[config.mk]
export PLATFORM = sky130hd
export DESIGN_NAME = gesture_dwell_swing_sequencer_core
export DESIGN_NICKNAME = d
export VERILOG_FILES = /design/src/gdss_pkg.sv /design/src/gdss_csr.sv /design/src/gdss_front.sv /design/src/gdss_queue.sv /design/src/gdss_back.sv /design/src/gesture_dwell_swing_sequencer_core.sv
export SDC_FILE = /design/constraint.sdc
export NUM_CORES = 2
export LEC_CHECK = 0
export BUFFER_PORTS_ARGS = -buffer_cell sky130_fd_sc_hd__buf_2
export CAP_MARGIN = 0
export CORE_MARGIN = 2
export CORE_UTILIZATION = 58
export CTS_CLUSTER_SIZE = 40
export DETAILED_ROUTE_END_ITERATION = 16
export PLACE_DENSITY = 0.82
export SLEW_MARGIN = 10
export SYNTH_ARGS = -nofsm -noshare
export SYNTH_HDL_FRONTEND = slang
export SYNTH_SLANG_ARGS = --single-unit
[constraint.sdc]
create_clock -name clock -period 5.9 [get_ports clock]
set_input_delay 0.295 -clock clock [delete_from_list [all_inputs] [get_ports clock]]
set_output_delay 0.295 -clock clock [all_outputs]
set_load 0.05 [all_outputs]
[src/gdss_pkg.sv]
// shared types, constants and helper functions for the gesture dwell/swing sequencer
// no dependencies
package gdss_pkg;

   localparam int POS_W       = 16;
   localparam int WAVE_OFFSET = 410;
   localparam int DIFF_W      = 18;
   localparam int WIDE_W      = (POS_W + 1 > DIFF_W) ? POS_W + 1 : DIFF_W;
   localparam int DIFF_SAT    = 131072;
   localparam int SQ_W        = 2 * DIFF_W;
   localparam int SUM_W       = SQ_W + 2;
   localparam int LIM_W       = 15;
   localparam int T2_W        = 2 * LIM_W;
   localparam int T2X9_W      = T2_W + 4;
   localparam int DWELL_W     = 16;
   localparam int DWELL_CNT_W = 17;
   localparam int SWING_W     = 8;
   localparam int SWING_CNT_W = 9;

   localparam int CSR_AW = 5;
   localparam int CSR_DW = 32;

   localparam int QUEUE_DEPTH = 4;
   localparam int QPTR_W      = $clog2(QUEUE_DEPTH);
   localparam int QCNT_W      = $clog2(QUEUE_DEPTH + 1);

   localparam int IN_FIELDS_W  = 6 * POS_W;
   localparam int IN_DATA_W    = ((IN_FIELDS_W + 7) / 8) * 8;
   localparam int OUT_FIELDS_W = 4 + 3 * POS_W;
   localparam int OUT_DATA_W   = ((OUT_FIELDS_W + 7) / 8) * 8;

   localparam logic [LIM_W-1:0]   SHAKE_LIM_RST = LIM_W'(410);
   localparam logic [LIM_W-1:0]   WAVE_LIM_RST  = LIM_W'(410);
   localparam logic [DWELL_W-1:0] DWELL_LIM_RST = DWELL_W'(200);
   localparam logic [SWING_W-1:0] SWING_LIM_RST = SWING_W'(5);

   typedef enum logic [2:0] {
      REG_REF_X       = 3'd0,
      REG_REF_Y       = 3'd1,
      REG_REF_Z       = 3'd2,
      REG_SHAKE_LIM   = 3'd3,
      REG_WAVE_LIM    = 3'd4,
      REG_DWELL_LIM   = 3'd5,
      REG_SWING_LIM   = 3'd6,
      REG_REARM       = 3'd7
   } csr_reg_type;

   typedef enum logic [2:0] {
      PH_START  = 3'd0,
      PH_SHAKE  = 3'd1,
      PH_LEFT   = 3'd2,
      PH_RIGHT  = 3'd3,
      PH_RETURN = 3'd4
   } phase_type;

   typedef logic signed [POS_W-1:0] pos_type;

   typedef struct packed {
      pos_type z;
      pos_type y;
      pos_type x;
   } vec_type;

   typedef struct packed {
      vec_type wave;
      vec_type shake;
   } hands_type;

   typedef struct packed {
      logic far;
      logic ret;
      logic lhit;
      logic rhit;
   } flags_type;

   typedef struct packed {
      pos_type                ref_x;
      pos_type                ref_y;
      pos_type                ref_z;
      pos_type                left_y;
      pos_type                right_y;
      logic [T2_W-1:0]        shake_t2;
      logic [T2X9_W-1:0]      shake_t2x9;
      logic [T2_W-1:0]        wave_t2;
      logic [DWELL_W-1:0]     dwell_limit;
      logic [SWING_W-1:0]     swing_limit;
      logic                   rearm_enable;
   } cfg_type;

   typedef struct packed {
      phase_type phase;
      logic      wave_set_active;
      logic      goal_valid;
      pos_type   goal_x;
      pos_type   goal_y;
      pos_type   goal_z;
   } rsp_type;

   // reference y moved by the wave offset, saturated to the position range
   function automatic pos_type target_y(input pos_type ry, input logic up);
      logic signed [POS_W:0] w;
      pos_type               r;
      if (up) begin
         w = {ry[POS_W-1], ry} + (POS_W+1)'(WAVE_OFFSET);
      end else begin
         w = {ry[POS_W-1], ry} - (POS_W+1)'(WAVE_OFFSET);
      end
      if (w[POS_W] != w[POS_W-1]) begin
         r = w[POS_W] ? {1'b1, {(POS_W-1){1'b0}}} : {1'b0, {(POS_W-1){1'b1}}};
      end else begin
         r = w[POS_W-1:0];
      end
      return r;
   endfunction

   // absolute difference, saturated
   function automatic logic [DIFF_W-1:0] abs_diff_sat(input pos_type a, input pos_type b);
      logic signed [POS_W:0] d;
      logic [POS_W:0]        mag;
      logic [WIDE_W-1:0]     wide;
      d = {a[POS_W-1], a} - {b[POS_W-1], b};
      mag = d[POS_W] ? $unsigned(-d) : $unsigned(d);
      wide = WIDE_W'(mag);
      if (wide > WIDE_W'(DIFF_SAT)) begin
         wide = WIDE_W'(DIFF_SAT);
      end
      return wide[DIFF_W-1:0];
   endfunction

endpackage

[src/gdss_csr.sv]
// configuration registers with apb-style access and derived thresholds
// depends on gdss_pkg
module gdss_csr import gdss_pkg::*; (
   input  logic              clock,
   input  logic              reset,
   input  logic              csr_psel,
   input  logic              csr_penable,
   input  logic              csr_pwrite,
   input  logic [CSR_AW-1:0] csr_paddr,
   input  logic [CSR_DW-1:0] csr_pwdata,
   output logic [CSR_DW-1:0] csr_prdata,
   output logic              csr_pready,
   output cfg_type           cfg
);

   pos_type              ref_x_ff, ref_y_ff, ref_z_ff;
   logic [LIM_W-1:0]     shake_lim_ff, wave_lim_ff;
   logic [DWELL_W-1:0]   dwell_lim_ff;
   logic [SWING_W-1:0]   swing_lim_ff;
   logic                 rearm_ff;
   logic [T2_W-1:0]      shake_t2_ff, wave_t2_ff;
   logic [T2X9_W-1:0]    shake_t2x9_ff;
   pos_type              left_y_ff, right_y_ff;
   logic                 wr;
   csr_reg_type          idx;

   assign wr         = csr_psel && csr_penable && csr_pwrite && csr_pready;
   assign idx        = csr_reg_type'(csr_paddr[CSR_AW-1:2]);
   assign csr_pready = 1'b1;

   always_ff @(posedge clock) begin
      if (reset) begin
         ref_x_ff     <= '0;
         ref_y_ff     <= '0;
         ref_z_ff     <= '0;
         shake_lim_ff <= SHAKE_LIM_RST;
         wave_lim_ff  <= WAVE_LIM_RST;
         dwell_lim_ff <= DWELL_LIM_RST;
         swing_lim_ff <= SWING_LIM_RST;
         rearm_ff     <= 1'b1;
      end else if (wr) begin
         unique case (idx)
            REG_REF_X:     ref_x_ff     <= csr_pwdata[POS_W-1:0];
            REG_REF_Y:     ref_y_ff     <= csr_pwdata[POS_W-1:0];
            REG_REF_Z:     ref_z_ff     <= csr_pwdata[POS_W-1:0];
            REG_SHAKE_LIM: shake_lim_ff <= csr_pwdata[LIM_W-1:0];
            REG_WAVE_LIM:  wave_lim_ff  <= csr_pwdata[LIM_W-1:0];
            REG_DWELL_LIM: dwell_lim_ff <= csr_pwdata[DWELL_W-1:0];
            REG_SWING_LIM: swing_lim_ff <= csr_pwdata[SWING_W-1:0];
            REG_REARM:     rearm_ff     <= csr_pwdata[0];
         endcase
      end
   end

   // derived values, registered from the limit and reference registers; shake_t2x9 is registered from shake_t2
   always_ff @(posedge clock) begin
      shake_t2_ff   <= T2_W'(shake_lim_ff) * T2_W'(shake_lim_ff);
      wave_t2_ff    <= T2_W'(wave_lim_ff) * T2_W'(wave_lim_ff);
      shake_t2x9_ff <= (T2X9_W'(shake_t2_ff) << 3) + T2X9_W'(shake_t2_ff);
      left_y_ff     <= target_y(ref_y_ff, 1'b0);
      right_y_ff    <= target_y(ref_y_ff, 1'b1);
   end

   always_comb begin
      csr_prdata = '0;
      unique case (idx)
         REG_REF_X:     csr_prdata = CSR_DW'($unsigned(ref_x_ff));
         REG_REF_Y:     csr_prdata = CSR_DW'($unsigned(ref_y_ff));
         REG_REF_Z:     csr_prdata = CSR_DW'($unsigned(ref_z_ff));
         REG_SHAKE_LIM: csr_prdata = CSR_DW'(shake_lim_ff);
         REG_WAVE_LIM:  csr_prdata = CSR_DW'(wave_lim_ff);
         REG_DWELL_LIM: csr_prdata = CSR_DW'(dwell_lim_ff);
         REG_SWING_LIM: csr_prdata = CSR_DW'(swing_lim_ff);
         REG_REARM:     csr_prdata = CSR_DW'(rearm_ff);
      endcase
   end

   always_comb begin
      cfg.ref_x        = ref_x_ff;
      cfg.ref_y        = ref_y_ff;
      cfg.ref_z        = ref_z_ff;
      cfg.left_y       = left_y_ff;
      cfg.right_y      = right_y_ff;
      cfg.shake_t2     = shake_t2_ff;
      cfg.shake_t2x9   = shake_t2x9_ff;
      cfg.wave_t2      = wave_t2_ff;
      cfg.dwell_limit  = dwell_lim_ff;
      cfg.swing_limit  = swing_lim_ff;
      cfg.rearm_enable = rearm_ff;
   end

endmodule

[src/gdss_front.sv]
// front end: input buffer, squared distances on one shared multiplier, threshold compares
// depends on gdss_pkg
module gdss_front import gdss_pkg::*; (
   input  logic      clock,
   input  logic      reset,
   input  logic      req_tvalid,
   output logic      req_tready,
   input  hands_type req_hands,
   input  cfg_type   cfg,
   input  logic      q_full,
   output logic      push,
   output flags_type push_flags
);

   typedef enum logic [1:0] {
      DIST_SHAKE = 2'd0,
      DIST_LEFT  = 2'd1,
      DIST_RIGHT = 2'd2
   } dist_type;

   typedef enum logic [1:0] {
      AXIS_X = 2'd0,
      AXIS_Y = 2'd1,
      AXIS_Z = 2'd2
   } axis_type;

   typedef struct packed {
      dist_type sel;
      logic     first;
      logic     last;
   } tag_type;

   logic               buf_vld_ff, buf_vld_in;
   hands_type          buf_ff;
   logic               run_ff, run_in;
   dist_type           dist_ff, dist_in;
   axis_type           axis_ff, axis_in;
   hands_type          work_ff;
   logic               s1_vld_ff;
   logic [DIFF_W-1:0]  s1_diff_ff;
   tag_type            s1_tag_ff, s1_tag_in;
   logic               s2_vld_ff;
   logic [SQ_W-1:0]    s2_sq_ff;
   tag_type            s2_tag_ff;
   logic [SUM_W-1:0]   acc_ff, sum;
   flags_type          flags_ff, flags_in;
   logic               pend_ff, pend_in;
   logic               accept, start, fin;
   vec_type            hand, tgt;
   pos_type            op_a, op_b;

   assign req_tready = !buf_vld_ff;
   assign accept     = req_tvalid && req_tready;
   assign push       = pend_ff && !q_full;
   assign push_flags = flags_ff;
   assign start      = !run_ff && buf_vld_ff && !s1_vld_ff && !s2_vld_ff && (!pend_ff || push);

   always_comb begin
      buf_vld_in = buf_vld_ff;
      if (accept) begin
         buf_vld_in = 1'b1;
      end else if (start) begin
         buf_vld_in = 1'b0;
      end
   end

   // step sequencing over distances and axes
   always_comb begin
      run_in  = run_ff;
      dist_in = dist_ff;
      axis_in = axis_ff;
      if (start) begin
         run_in  = 1'b1;
         dist_in = DIST_SHAKE;
         axis_in = AXIS_X;
      end else if (run_ff) begin
         priority if (axis_ff == AXIS_Z && dist_ff == DIST_RIGHT) begin
            run_in = 1'b0;
         end else if (axis_ff == AXIS_Z) begin
            axis_in = AXIS_X;
            dist_in = (dist_ff == DIST_SHAKE) ? DIST_LEFT : DIST_RIGHT;
         end else begin
            axis_in = (axis_ff == AXIS_X) ? AXIS_Y : AXIS_Z;
         end
      end
   end

   always_comb begin
      hand  = (dist_ff == DIST_SHAKE) ? work_ff.shake : work_ff.wave;
      tgt.x = cfg.ref_x;
      tgt.z = cfg.ref_z;
      unique case (dist_ff)
         DIST_SHAKE: tgt.y = cfg.ref_y;
         DIST_LEFT:  tgt.y = cfg.left_y;
         default:    tgt.y = cfg.right_y;
      endcase
      unique case (axis_ff)
         AXIS_X: begin
            op_a = hand.x;
            op_b = tgt.x;
         end
         AXIS_Y: begin
            op_a = hand.y;
            op_b = tgt.y;
         end
         default: begin
            op_a = hand.z;
            op_b = tgt.z;
         end
      endcase
      s1_tag_in.sel   = dist_ff;
      s1_tag_in.first = (axis_ff == AXIS_X);
      s1_tag_in.last  = (axis_ff == AXIS_Z);
   end

   // accumulate and compare
   assign fin = s2_vld_ff && s2_tag_ff.last;

   always_comb begin
      sum      = s2_tag_ff.first ? SUM_W'(s2_sq_ff) : acc_ff + SUM_W'(s2_sq_ff);
      flags_in = flags_ff;
      if (fin) begin
         unique case (s2_tag_ff.sel)
            DIST_SHAKE: begin
               flags_in.far = sum > SUM_W'(cfg.shake_t2);
               flags_in.ret = {sum, 4'b0000} < (SUM_W+4)'(cfg.shake_t2x9);
            end
            DIST_LEFT:  flags_in.lhit = sum < SUM_W'(cfg.wave_t2);
            default:    flags_in.rhit = sum < SUM_W'(cfg.wave_t2);
         endcase
      end
      pend_in = pend_ff;
      if (fin && s2_tag_ff.sel == DIST_RIGHT) begin
         pend_in = 1'b1;
      end else if (push) begin
         pend_in = 1'b0;
      end
   end

   always_ff @(posedge clock) begin
      if (reset) begin
         buf_vld_ff <= 1'b0;
         run_ff     <= 1'b0;
         s1_vld_ff  <= 1'b0;
         s2_vld_ff  <= 1'b0;
         pend_ff    <= 1'b0;
      end else begin
         buf_vld_ff <= buf_vld_in;
         run_ff     <= run_in;
         s1_vld_ff  <= run_ff;
         s2_vld_ff  <= s1_vld_ff;
         pend_ff    <= pend_in;
      end
   end

   always_ff @(posedge clock) begin
      if (accept) begin
         buf_ff <= req_hands;
      end
      if (start) begin
         work_ff <= buf_ff;
      end
      dist_ff    <= dist_in;
      axis_ff    <= axis_in;
      s1_diff_ff <= abs_diff_sat(op_a, op_b);
      s1_tag_ff  <= s1_tag_in;
      s2_sq_ff   <= SQ_W'(s1_diff_ff) * SQ_W'(s1_diff_ff);
      s2_tag_ff  <= s1_tag_ff;
      if (s2_vld_ff) begin
         acc_ff <= sum;
      end
      flags_ff   <= flags_in;
   end

   a_pend_after_last: assert property (@(posedge clock) disable iff (reset)
      fin && s2_tag_ff.sel == DIST_RIGHT |=> pend_ff)
      else $error("finished item not marked pending");

endmodule

[src/gdss_queue.sv]
// short fifo of compare flags between front and back
// depends on gdss_pkg
module gdss_queue import gdss_pkg::*; (
   input  logic      clock,
   input  logic      reset,
   input  logic      wr_en,
   input  flags_type wr_data,
   output logic      full,
   input  logic      rd_en,
   output logic      rd_vld,
   output flags_type rd_data
);

   flags_type          mem_ff [QUEUE_DEPTH];
   logic [QPTR_W-1:0]  wr_ptr_ff, wr_ptr_in, rd_ptr_ff, rd_ptr_in;
   logic [QCNT_W-1:0]  count_ff, count_in;

   assign full    = (count_ff == QCNT_W'(QUEUE_DEPTH));
   assign rd_vld  = (count_ff != '0);
   assign rd_data = mem_ff[rd_ptr_ff];

   always_comb begin
      wr_ptr_in = wr_ptr_ff;
      rd_ptr_in = rd_ptr_ff;
      count_in  = count_ff;
      if (wr_en) begin
         wr_ptr_in = (wr_ptr_ff == QPTR_W'(QUEUE_DEPTH - 1)) ? '0 : wr_ptr_ff + 1'b1;
      end
      if (rd_en) begin
         rd_ptr_in = (rd_ptr_ff == QPTR_W'(QUEUE_DEPTH - 1)) ? '0 : rd_ptr_ff + 1'b1;
      end
      if (wr_en && !rd_en) begin
         count_in = count_ff + 1'b1;
      end else if (rd_en && !wr_en) begin
         count_in = count_ff - 1'b1;
      end
   end

   always_ff @(posedge clock) begin
      if (reset) begin
         wr_ptr_ff <= '0;
         rd_ptr_ff <= '0;
         count_ff  <= '0;
      end else begin
         wr_ptr_ff <= wr_ptr_in;
         rd_ptr_ff <= rd_ptr_in;
         count_ff  <= count_in;
      end
   end

   always_ff @(posedge clock) begin
      if (wr_en) begin
         mem_ff[wr_ptr_ff] <= wr_data;
      end
   end

   a_no_overflow: assert property (@(posedge clock) disable iff (reset)
      wr_en |-> !full)
      else $error("write into full queue");

   a_no_underflow: assert property (@(posedge clock) disable iff (reset)
      rd_en |-> rd_vld)
      else $error("read from empty queue");

endmodule

[src/gdss_back.sv]
// back end: phase sequencer with dwell and swing counters, output register
// depends on gdss_pkg
module gdss_back import gdss_pkg::*; (
   input  logic      clock,
   input  logic      reset,
   input  logic      q_vld,
   input  flags_type q_flags,
   output logic      pop,
   input  cfg_type   cfg,
   output logic      rsp_tvalid,
   input  logic      rsp_tready,
   output rsp_type   rsp
);

   phase_type              phase_ff, phase_in;
   logic [DWELL_CNT_W-1:0] dwell_ff, dwell_in, dwell_inc;
   logic [SWING_CNT_W-1:0] swing_ff, swing_in, swing_inc;
   logic                   out_vld_ff, out_vld_in;
   rsp_type                rsp_ff, rsp_in;
   logic                   hit, goal, waving;

   assign pop        = q_vld && (!out_vld_ff || rsp_tready);
   assign rsp_tvalid = out_vld_ff;
   assign rsp        = rsp_ff;
   assign dwell_inc  = dwell_ff + 1'b1;
   assign swing_inc  = swing_ff + 1'b1;

   // next state
   always_comb begin
      phase_in = phase_ff;
      dwell_in = dwell_ff;
      swing_in = swing_ff;
      hit      = (phase_ff == PH_LEFT) ? q_flags.lhit : q_flags.rhit;
      unique case (phase_ff)
         PH_START: begin
            if (q_flags.far) begin
               dwell_in = '0;
               phase_in = PH_SHAKE;
            end
         end
         PH_SHAKE: begin
            if (q_flags.far) begin
               dwell_in = '0;
            end else begin
               dwell_in = dwell_inc;
               if (dwell_inc > DWELL_CNT_W'(cfg.dwell_limit)) begin
                  swing_in = '0;
                  phase_in = PH_LEFT;
               end
            end
         end
         PH_LEFT, PH_RIGHT: begin
            if (hit) begin
               swing_in = swing_inc;
               if (swing_inc > SWING_CNT_W'(cfg.swing_limit)) begin
                  phase_in = PH_RETURN;
               end else begin
                  phase_in = (phase_ff == PH_LEFT) ? PH_RIGHT : PH_LEFT;
               end
            end
         end
         PH_RETURN: begin
            if (cfg.rearm_enable && q_flags.ret) begin
               phase_in = PH_START;
            end
         end
         default: phase_in = PH_START;
      endcase
   end

   // outputs
   always_comb begin
      waving                 = (phase_in == PH_LEFT) || (phase_in == PH_RIGHT);
      goal                   = waving && (phase_in != phase_ff);
      rsp_in.phase           = phase_in;
      rsp_in.wave_set_active = waving;
      rsp_in.goal_valid      = goal;
      rsp_in.goal_x          = goal ? cfg.ref_x : '0;
      rsp_in.goal_z          = goal ? cfg.ref_z : '0;
      rsp_in.goal_y          = '0;
      if (goal) begin
         rsp_in.goal_y = (phase_in == PH_LEFT) ? cfg.left_y : cfg.right_y;
      end
      out_vld_in = out_vld_ff;
      if (pop) begin
         out_vld_in = 1'b1;
      end else if (rsp_tready) begin
         out_vld_in = 1'b0;
      end
   end

   always_ff @(posedge clock) begin
      if (reset) begin
         phase_ff   <= PH_START;
         dwell_ff   <= '0;
         swing_ff   <= '0;
         out_vld_ff <= 1'b0;
      end else begin
         out_vld_ff <= out_vld_in;
         if (pop) begin
            phase_ff <= phase_in;
            dwell_ff <= dwell_in;
            swing_ff <= swing_in;
         end
      end
   end

   always_ff @(posedge clock) begin
      if (pop) begin
         rsp_ff <= rsp_in;
      end
   end

   a_goal_while_waving: assert property (@(posedge clock) disable iff (reset)
      rsp_tvalid && rsp.goal_valid |-> rsp.wave_set_active)
      else $error("goal issued outside wave phases");

   a_swing_cleared: assert property (@(posedge clock) disable iff (reset)
      pop && phase_ff == PH_SHAKE && phase_in == PH_LEFT |=> swing_ff == '0)
      else $error("swing count not cleared entering wave");

endmodule

[src/gesture_dwell_swing_sequencer_core.sv]
// gesture sequencer top level: stream ports, configuration port, front/queue/back
// depends on gdss_pkg, gdss_csr, gdss_front, gdss_queue, gdss_back
// each item takes nine squarings on the shared front multiplier
// a second item is buffered while the first is at work; up to four results queue before back
// reset: synchronous, active high; phase returns to start, counters and queue clear,
// registers return to their defaults
module gesture_dwell_swing_sequencer_core import gdss_pkg::*; (
   input  logic                  clock,
   input  logic                  reset,
   // shake_hand_x, shake_hand_y, shake_hand_z, wave_hand_x, wave_hand_y, wave_hand_z
   input  logic                  req_tvalid,
   output logic                  req_tready,
   input  logic [IN_DATA_W-1:0]  req_tdata,
   output logic                  rsp_tvalid,
   input  logic                  rsp_tready,
   // phase, wave_set_active, goal_x, goal_y, goal_z, zero pad
   output logic [OUT_DATA_W-1:0] rsp_tdata,
   // goal_valid
   output logic                  rsp_tuser,
   input  logic                  csr_psel,
   input  logic                  csr_penable,
   input  logic                  csr_pwrite,
   input  logic [CSR_AW-1:0]     csr_paddr,
   input  logic [CSR_DW-1:0]     csr_pwdata,
   output logic [CSR_DW-1:0]     csr_prdata,
   output logic                  csr_pready
);

   cfg_type   cfg;
   hands_type req_hands;
   logic      push, q_full, pop, q_vld;
   flags_type push_flags, q_flags;
   rsp_type   rsp;

   assign req_hands.shake.x = req_tdata[0*POS_W +: POS_W];
   assign req_hands.shake.y = req_tdata[1*POS_W +: POS_W];
   assign req_hands.shake.z = req_tdata[2*POS_W +: POS_W];
   assign req_hands.wave.x  = req_tdata[3*POS_W +: POS_W];
   assign req_hands.wave.y  = req_tdata[4*POS_W +: POS_W];
   assign req_hands.wave.z  = req_tdata[5*POS_W +: POS_W];

   assign rsp_tdata = OUT_DATA_W'({rsp.goal_z, rsp.goal_y, rsp.goal_x,
                                   rsp.wave_set_active, rsp.phase});
   assign rsp_tuser = rsp.goal_valid;

   gdss_csr u_csr (
      .clock       (clock),
      .reset       (reset),
      .csr_psel    (csr_psel),
      .csr_penable (csr_penable),
      .csr_pwrite  (csr_pwrite),
      .csr_paddr   (csr_paddr),
      .csr_pwdata  (csr_pwdata),
      .csr_prdata  (csr_prdata),
      .csr_pready  (csr_pready),
      .cfg         (cfg)
   );

   gdss_front u_front (
      .clock      (clock),
      .reset      (reset),
      .req_tvalid (req_tvalid),
      .req_tready (req_tready),
      .req_hands  (req_hands),
      .cfg        (cfg),
      .q_full     (q_full),
      .push       (push),
      .push_flags (push_flags)
   );

   gdss_queue u_queue (
      .clock   (clock),
      .reset   (reset),
      .wr_en   (push),
      .wr_data (push_flags),
      .full    (q_full),
      .rd_en   (pop),
      .rd_vld  (q_vld),
      .rd_data (q_flags)
   );

   gdss_back u_back (
      .clock      (clock),
      .reset      (reset),
      .q_vld      (q_vld),
      .q_flags    (q_flags),
      .pop        (pop),
      .cfg        (cfg),
      .rsp_tvalid (rsp_tvalid),
      .rsp_tready (rsp_tready),
      .rsp        (rsp)
   );

endmodule

# ---- Yosys cells after proc, flatten, opt, wreduce, memory -nomap -nowiden
# Memories as Yosys holds them, arrays and structs flattened. A register that Yosys moved wholly into a read port is not among the register bits.
# Cells that the tools add are included.
dict set report totals {
  register_bits 624
  mem_bits_rw 16
  word_cells 218
  memories 1
}
dict set report classes {
  add_sub_neg 12
  mul 3
  magnitude_cmp 6
  n_eq_ne 29
  muxes 49
  n_bitwise 2
  n_reduce_logical 57
}
# memory depth width rd rd_clocked_by_memory_dff write_ports line
set memory_table {}
lappend memory_table {u_queue.mem_ff 4 4 1 1 1 gdss_queue.sv:14} ;# flags_type mem_ff [QUEUE_DEPTH];
# cell n
set op_table {}
lappend op_table {{one-hot mux 32 bit (8 select lines)} 1}
lappend op_table {{one-hot mux 16 bit (2 select lines)} 3}
lappend op_table {{2-to-1 mux 16 bit} 5}
lappend op_table {{multiplier 15 x 15 -> 30 bit} 2}
lappend op_table {{2-to-1 mux 17 bit} 3}
lappend op_table {{2-to-1 mux 48 bit} 1}
lappend op_table {{< comparator 42 x 34 -> 1 bit} 1}
lappend op_table {{adder 38 x 36 -> 38 bit} 1}
lappend op_table {{greater-than comparator 38 x 30 -> 1 bit} 1}
lappend op_table {{< comparator 38 x 30 -> 1 bit} 1}
lappend op_table {{2-to-1 mux 38 bit} 1}
lappend op_table {{multiplier 18 x 18 -> 36 bit} 1}
lappend op_table {{adder 33 x 30 -> 34 bit} 1}
lappend op_table {{one-hot mux 17 bit (2 select lines)} 1}
lappend op_table {{2-to-1 mux 9 bit} 3}
lappend op_table {{2-to-1 mux 3 bit} 8}
lappend op_table {{AND reduction 2 bit} 12}
lappend op_table {{equality test 3 x 2 -> 1 bit, second input constant} 6}
lappend op_table {{equality test 3 bit, second input constant} 6}
lappend op_table {{greater-than comparator 17 x 18 -> 1 bit, second input constant} 1}
lappend op_table {{2-to-1 mux 18 bit} 1}
lappend op_table {{one-hot mux 9 bit (2 select lines)} 1}
lappend op_table {{adder 16 x 10 -> 17 bit, second input constant} 1}
lappend op_table {{adder 17 x 1 -> 17 bit, second input constant} 1}
lappend op_table {{30 further kinds} 95}

# ---- Longest topological paths before layout
dict set report logic_depth {
  ltp_word 8
  depth_mapped 26
}

# ---- Hierarchy
# Synthesis repeated with hierarchy kept, for this count alone.
dict set report unflattened {
  cells_unflattened 5356
  area_unflattened_um2 51675.8
}
# module n_inst cells_per_inst area_per_inst_um2 seq_area_each_um2
set by_module_without_submodules {}
lappend by_module_without_submodules {gdss_front 1 2340 24169.4 8408.1}
lappend by_module_without_submodules {gdss_csr 1 2489 21783.4 4524.3}
lappend by_module_without_submodules {gdss_back 1 458 4669.5 2192.1}
lappend by_module_without_submodules {gdss_queue 1 64 1019.7 660.6}
lappend by_module_without_submodules {gesture_dwell_swing_sequencer_core 1 5 33.8 0.0}

# ---- Worst setup path after synthesis
# No wires, ideal clock.
dict set report synth_path {
  kind {register to register}
  start {register u_csr.wave_lim_ff[12]}
  end {register u_csr.wave_t2_ff[28]}
  arrival_time_ps 6186
  slack_ps -358
  path_stages_with_launch 23
  path_cell_list {dfxtp_1 -> clkbuf_1 -> clkbuf_1 -> and2_1 -> fa_1 -> fa_1 -> fa_1 -> fa_1 -> fa_1 -> inv_1 -> fa_1 -> inv_1 -> ha_1 -> a21oi_1 -> o21ai_0 -> a31o_2 -> a221o_1 -> a31o_2 -> nand2b_1 -> and3b_1 -> o21bai_1 -> a21oi_1 -> xnor2_1}
}
dict set report synth_via {
  elab_chain_cells 1
}
# item line
set synth_rtl {}
lappend synth_rtl {{from (decl)} gdss_csr.sv:17} ;# logic [LIM_W-1:0] shake_lim_ff, wave_lim_ff;
lappend synth_rtl {{from (signal assigned)} gdss_csr.sv:47} ;# REG_WAVE_LIM: wave_lim_ff <= csr_pwdata[LIM_W-1:0];
lappend synth_rtl {{multiplier 15 x 15 -> 30 bit} gdss_csr.sv:58} ;# wave_t2_ff <= T2_W'(wave_lim_ff) * T2_W'(wave_lim_ff);
lappend synth_rtl {{to (signal assigned)} gdss_csr.sv:58}
lappend synth_rtl {{to (decl)} gdss_csr.sv:21} ;# logic [T2_W-1:0] shake_t2_ff, wave_t2_ff;
# No other way between the ends.
# A chain may end at the register's enable or synchronous reset.

# ---- Worst setup path after layout
dict set report layout_path {
  start {register u_csr.shake_lim_ff[11]}
  end {register u_csr.shake_t2_ff[28]}
}
dict set report layout_via {
  elab_chain_cells 1
}
# item line
set layout_rtl {}
lappend layout_rtl {{from (decl)} gdss_csr.sv:17}
lappend layout_rtl {{from (signal assigned)} gdss_csr.sv:46} ;# REG_SHAKE_LIM: shake_lim_ff <= csr_pwdata[LIM_W-1:0];
lappend layout_rtl {{multiplier 15 x 15 -> 30 bit} gdss_csr.sv:57} ;# shake_t2_ff <= T2_W'(shake_lim_ff) * T2_W'(shake_lim_ff);
lappend layout_rtl {{to (signal assigned)} gdss_csr.sv:57}
lappend layout_rtl {{to (decl)} gdss_csr.sv:21}
# No other way between the ends.

==> run metrics <==
status finished, violations left; failing checks setup timing; Die ar. 90300 sq um; total congestion overflow 0; global-route wire length before repair 219 mm; CTS sink cnt 637; total track usage 30.8%; Setup TNS -0.402 ns; Horiz. Die Dim 301 um; Placer Congestion 0.941; first-pass iteration count of the detailed router 8; Worst Tran Pin Value 1.26 ns; Clk Latency, worst-skew pair 0.65 ns; Clock Skew 0.0422 ns; number of global-route vias before repair 41400; synthesized instance count 5234; asr flop ratio synth 0%; Synth Area in Adders 30.9%; synthesis-stage register bit count 637; detailed placement HPWL 100 mm; final critical-path share of the clock period 102%; synthesized area 51000 sq um; endpoint class of the critical path flip-flop; largest family of logic cells by synthesized area adder cells; YS warnings 0; row count 108; DRC 0; setup slack, reg-to-reg -0.12 ns; CTS clk-pin slew, worst paths 0.06 ns; Startpoint Class flip-flop; post-synthesis mux area share 3.34%; layout cells sized above 1 17.7%; CP peak stage delay 0.55 ns; Initial Utilization 58.6%; synth unique cells 96; crit path DAT 6.58 ns; Synth Flop Type dfxtp_1; initial antenna violation count 7; CTS tree built; Final min period 6.02 ns; final setup fails 7; average vias per placed instance 5.84; XOR/XNOR Fraction of Synth Area 3.73%; post-synthesis compound-gate area fraction 10.1%; DR iter-0 viols 3861; syn_area_per_cell 9.74 sq um; Max stage delay cell, worst path fa_1; maxcap violations 0; Post-Synth Simple-Gate Area 12.5%; nets 6901; root buffer cell clkbuf_16; core footprint 87000 sq um; io pins 232; Crit Path Class reg2reg; total length of routed wires 146 mm; I/O Buffers 192; Hold Path Depth 3; largest net degree at the start of global routing 88; Seq/Total Area, Yosys 30.9%; CTS buffer count 69; die height 301 um; PnR worst setup slack -0.119 ns; worst r2r path cells 23; H-tree depth 3; Routed WL per cell 20.8 um; Fin. Hold Viols 0; worst min path class in2reg; relative slew slack 15.2%; most frequent CP cell fa_1; deepest clock path buffer count 3; remaining antenna violation count after routing 0; via count 40900; unrepaired setup endpoints after global routing yes; worst-path cell chain and2_1, fa_1, inv_1, fa_1, inv_1, fa_1, fa_1, fa_1, inv_1, fa_1, inv_1, ha_4, a21o_1, a21oi_2, buf_4, o21bai_1, a21oi_1, a31o_4, or3_4, nand3_2, a31o_2, a21oi_2, xnor2_1; required time of the critical path 6.46 ns; Post-synth EDFFs 303; fin. max-slew vios 0; synth-to-layout area growth 17.7%; Peak Freq 166 MHz; Max FO, Critical Path 8
## cell usage after synthesis, types with 20 or more instances
| master | number | area [sq um] |
|---|---|---|
| a211oi_1 | 21 | 158 |
| a21o_1 | 90 | 676 |
| a21oi_1 | 325 | 1630 |
| a31oi_1 | 25 | 156 |
| and2_1 | 212 | 1330 |
| and3_1 | 28 | 175 |
| buf_4 | 21 | 158 |
| clkbuf_1 | 151 | 567 |
| dfxtp_1 | 334 | 6690 |
| edfxtp_1 | 303 | 9100 |
| fa_1 | 476 | 9530 |
| ha_1 | 499 | 6240 |
| inv_1 | 890 | 3340 |
| mux2_2 | 20 | 225 |
| mux2i_1 | 96 | 961 |
| mux4_2 | 23 | 518 |
| nand2_1 | 502 | 1880 |
| nand2b_1 | 32 | 200 |
| nand3_1 | 47 | 235 |
| nand4_1 | 35 | 219 |
| nor2_1 | 291 | 1090 |
| nor2b_1 | 53 | 332 |
| nor3_1 | 45 | 225 |
| o21a_1 | 26 | 195 |
| o21ai_0 | 174 | 871 |
| o21bai_1 | 24 | 180 |
| xnor2_1 | 136 | 1190 |
| xor2_1 | 81 | 709 |
## what timing repair did
action,CTS,global route
setup buffers,21,46
gates resized for setup,117,251
hold buffers,99,0
pin swaps,58,178
hold endpoints to repair,102,0
gates cloned,0,0
setup endpoints to repair,28,32
## metal layers
metal / routed length (um) / share of wire (%) / global-route usage (%) / up-vias
li1: - / - / - / 18200
met1: 52900 / 36 / 37.4 / 19700
met2: 70700 / 48 / 52.4 / 2334
met3: 12600 / 8.6 / 5.44 / 628
met4: 9760 / 6.7 / 16.8 / 6
met5: 43 / 0.029 / 0 / -
## cells by family (layout without fill, tap and decap cells)
family,Yosys count,count (layout)
DFF,637,637
adders and majority gates,975,975
buffers and inverters,1092,1682
and+or+nand+nor,1338,1338
other,2,26
AOI/OAI and AO/OA,834,834
muxes,139,139
xor gates and xnor gates,217,217
## per-stage QoR
step	cell area, sq um	utilization (%)	worst slack (ns)	std cells	hold slack, ns
2_1_floorplan	51200	-	-0.0144	5253	0.310
3_3_place_gp	55000	63.2	-0.308	6705	0.312
3_5_place_dp	55000	63.2	-0.397	6705	0.312
4_1_cts	58800	67.5	0.00382	6953	0.00657
5_1_grt	60000	69.0	-0.232	6999	0.0269
6_report	60100	69.0	-0.119	7003	0.0446
## final timing paths
check	start	end
worst max register to register	u_csr.shake_lim_ff[11]$_SDFFE_PP0P_	u_csr.shake_t2_ff[28]$_DFF_P_
worst min-delay path	csr_pwdata[7]	u_csr.ref_y_ff[7]$_SDFFE_PP0P_
worst max-delay path	u_csr.shake_lim_ff[11]$_SDFFE_PP0P_	u_csr.shake_t2_ff[28]$_DFF_P_
worst min register to register	u_front.s1_tag_ff[0]$_DFF_P_	u_front.s2_tag_ff[0]$_DFF_P_
## area by class of cell
| type | instances | area [sq um] |
|---|---|---|
| antenna | 5 | 12.5 |
| clock buffer | 92 | 1850 |
| clock inverter | 36 | 439 |
| fill | 5846 | 27000 |
| inverter | 893 | 3360 |
| multi-input combinational | 3524 | 32100 |
| sequential | 637 | 15900 |
| tap | 1155 | 1450 |
| timing repair buffer | 661 | 4920 |
## layout by cell type (no fill, tap or decap), drive strengths merged, types with 25 or more instances in the layout
cell	n
a21o	92
a21oi	326
a31oi	25
and2	213
and3	29
buf	562
clkbuf	92
clkinv	27
dfxtp	334
dlygate4sd3	99
edfxtp	303
fa	476
ha	499
inv	895
mux2i	96
nand2	502
nand2b	32
nand3	49
nand4	36
nor2	291
nor2b	53
nor3	45
o21a	26
o21ai	181
xnor2	136
xor2	81
## critical path: cells and delay by family, from the launching register on
family	cells	cell delay [ns]
AOI/OAI and AO/OA	7	1.32
DFF	1	0.38
adders and majority gates	7	3.34
and+or+nand+nor	3	0.37
xor gates and xnor gates	1	0.12
buffers and inverters	5	0.39
## state kept, by name, indices dropped and copies added (netlist names), 15 cells and up, named ones only
name and count:
u_csr.wave_lim_ff 15, u_csr.ref_x_ff 16, u_front.work_ff 96, u_csr.dwell_lim_ff 16, u_back.rsp 53, u_front.s1_diff_ff 17, u_front.s2_sq_ff 35, u_front.buf_ff 96
u_csr.right_y_ff 16, u_back.dwell_ff 17, u_queue.mem_ff 16, u_csr.shake_t2_ff 29, u_csr.shake_t2x9_ff 33, u_csr.shake_lim_ff 15, u_csr.left_y_ff 16, u_front.acc_ff 38
u_csr.ref_y_ff 16, u_csr.ref_z_ff 16, u_csr.wave_t2_ff 29
Power is not shown: default switching activity piles up to over one toggle a cycle in this logic, so the estimate is an artifact.
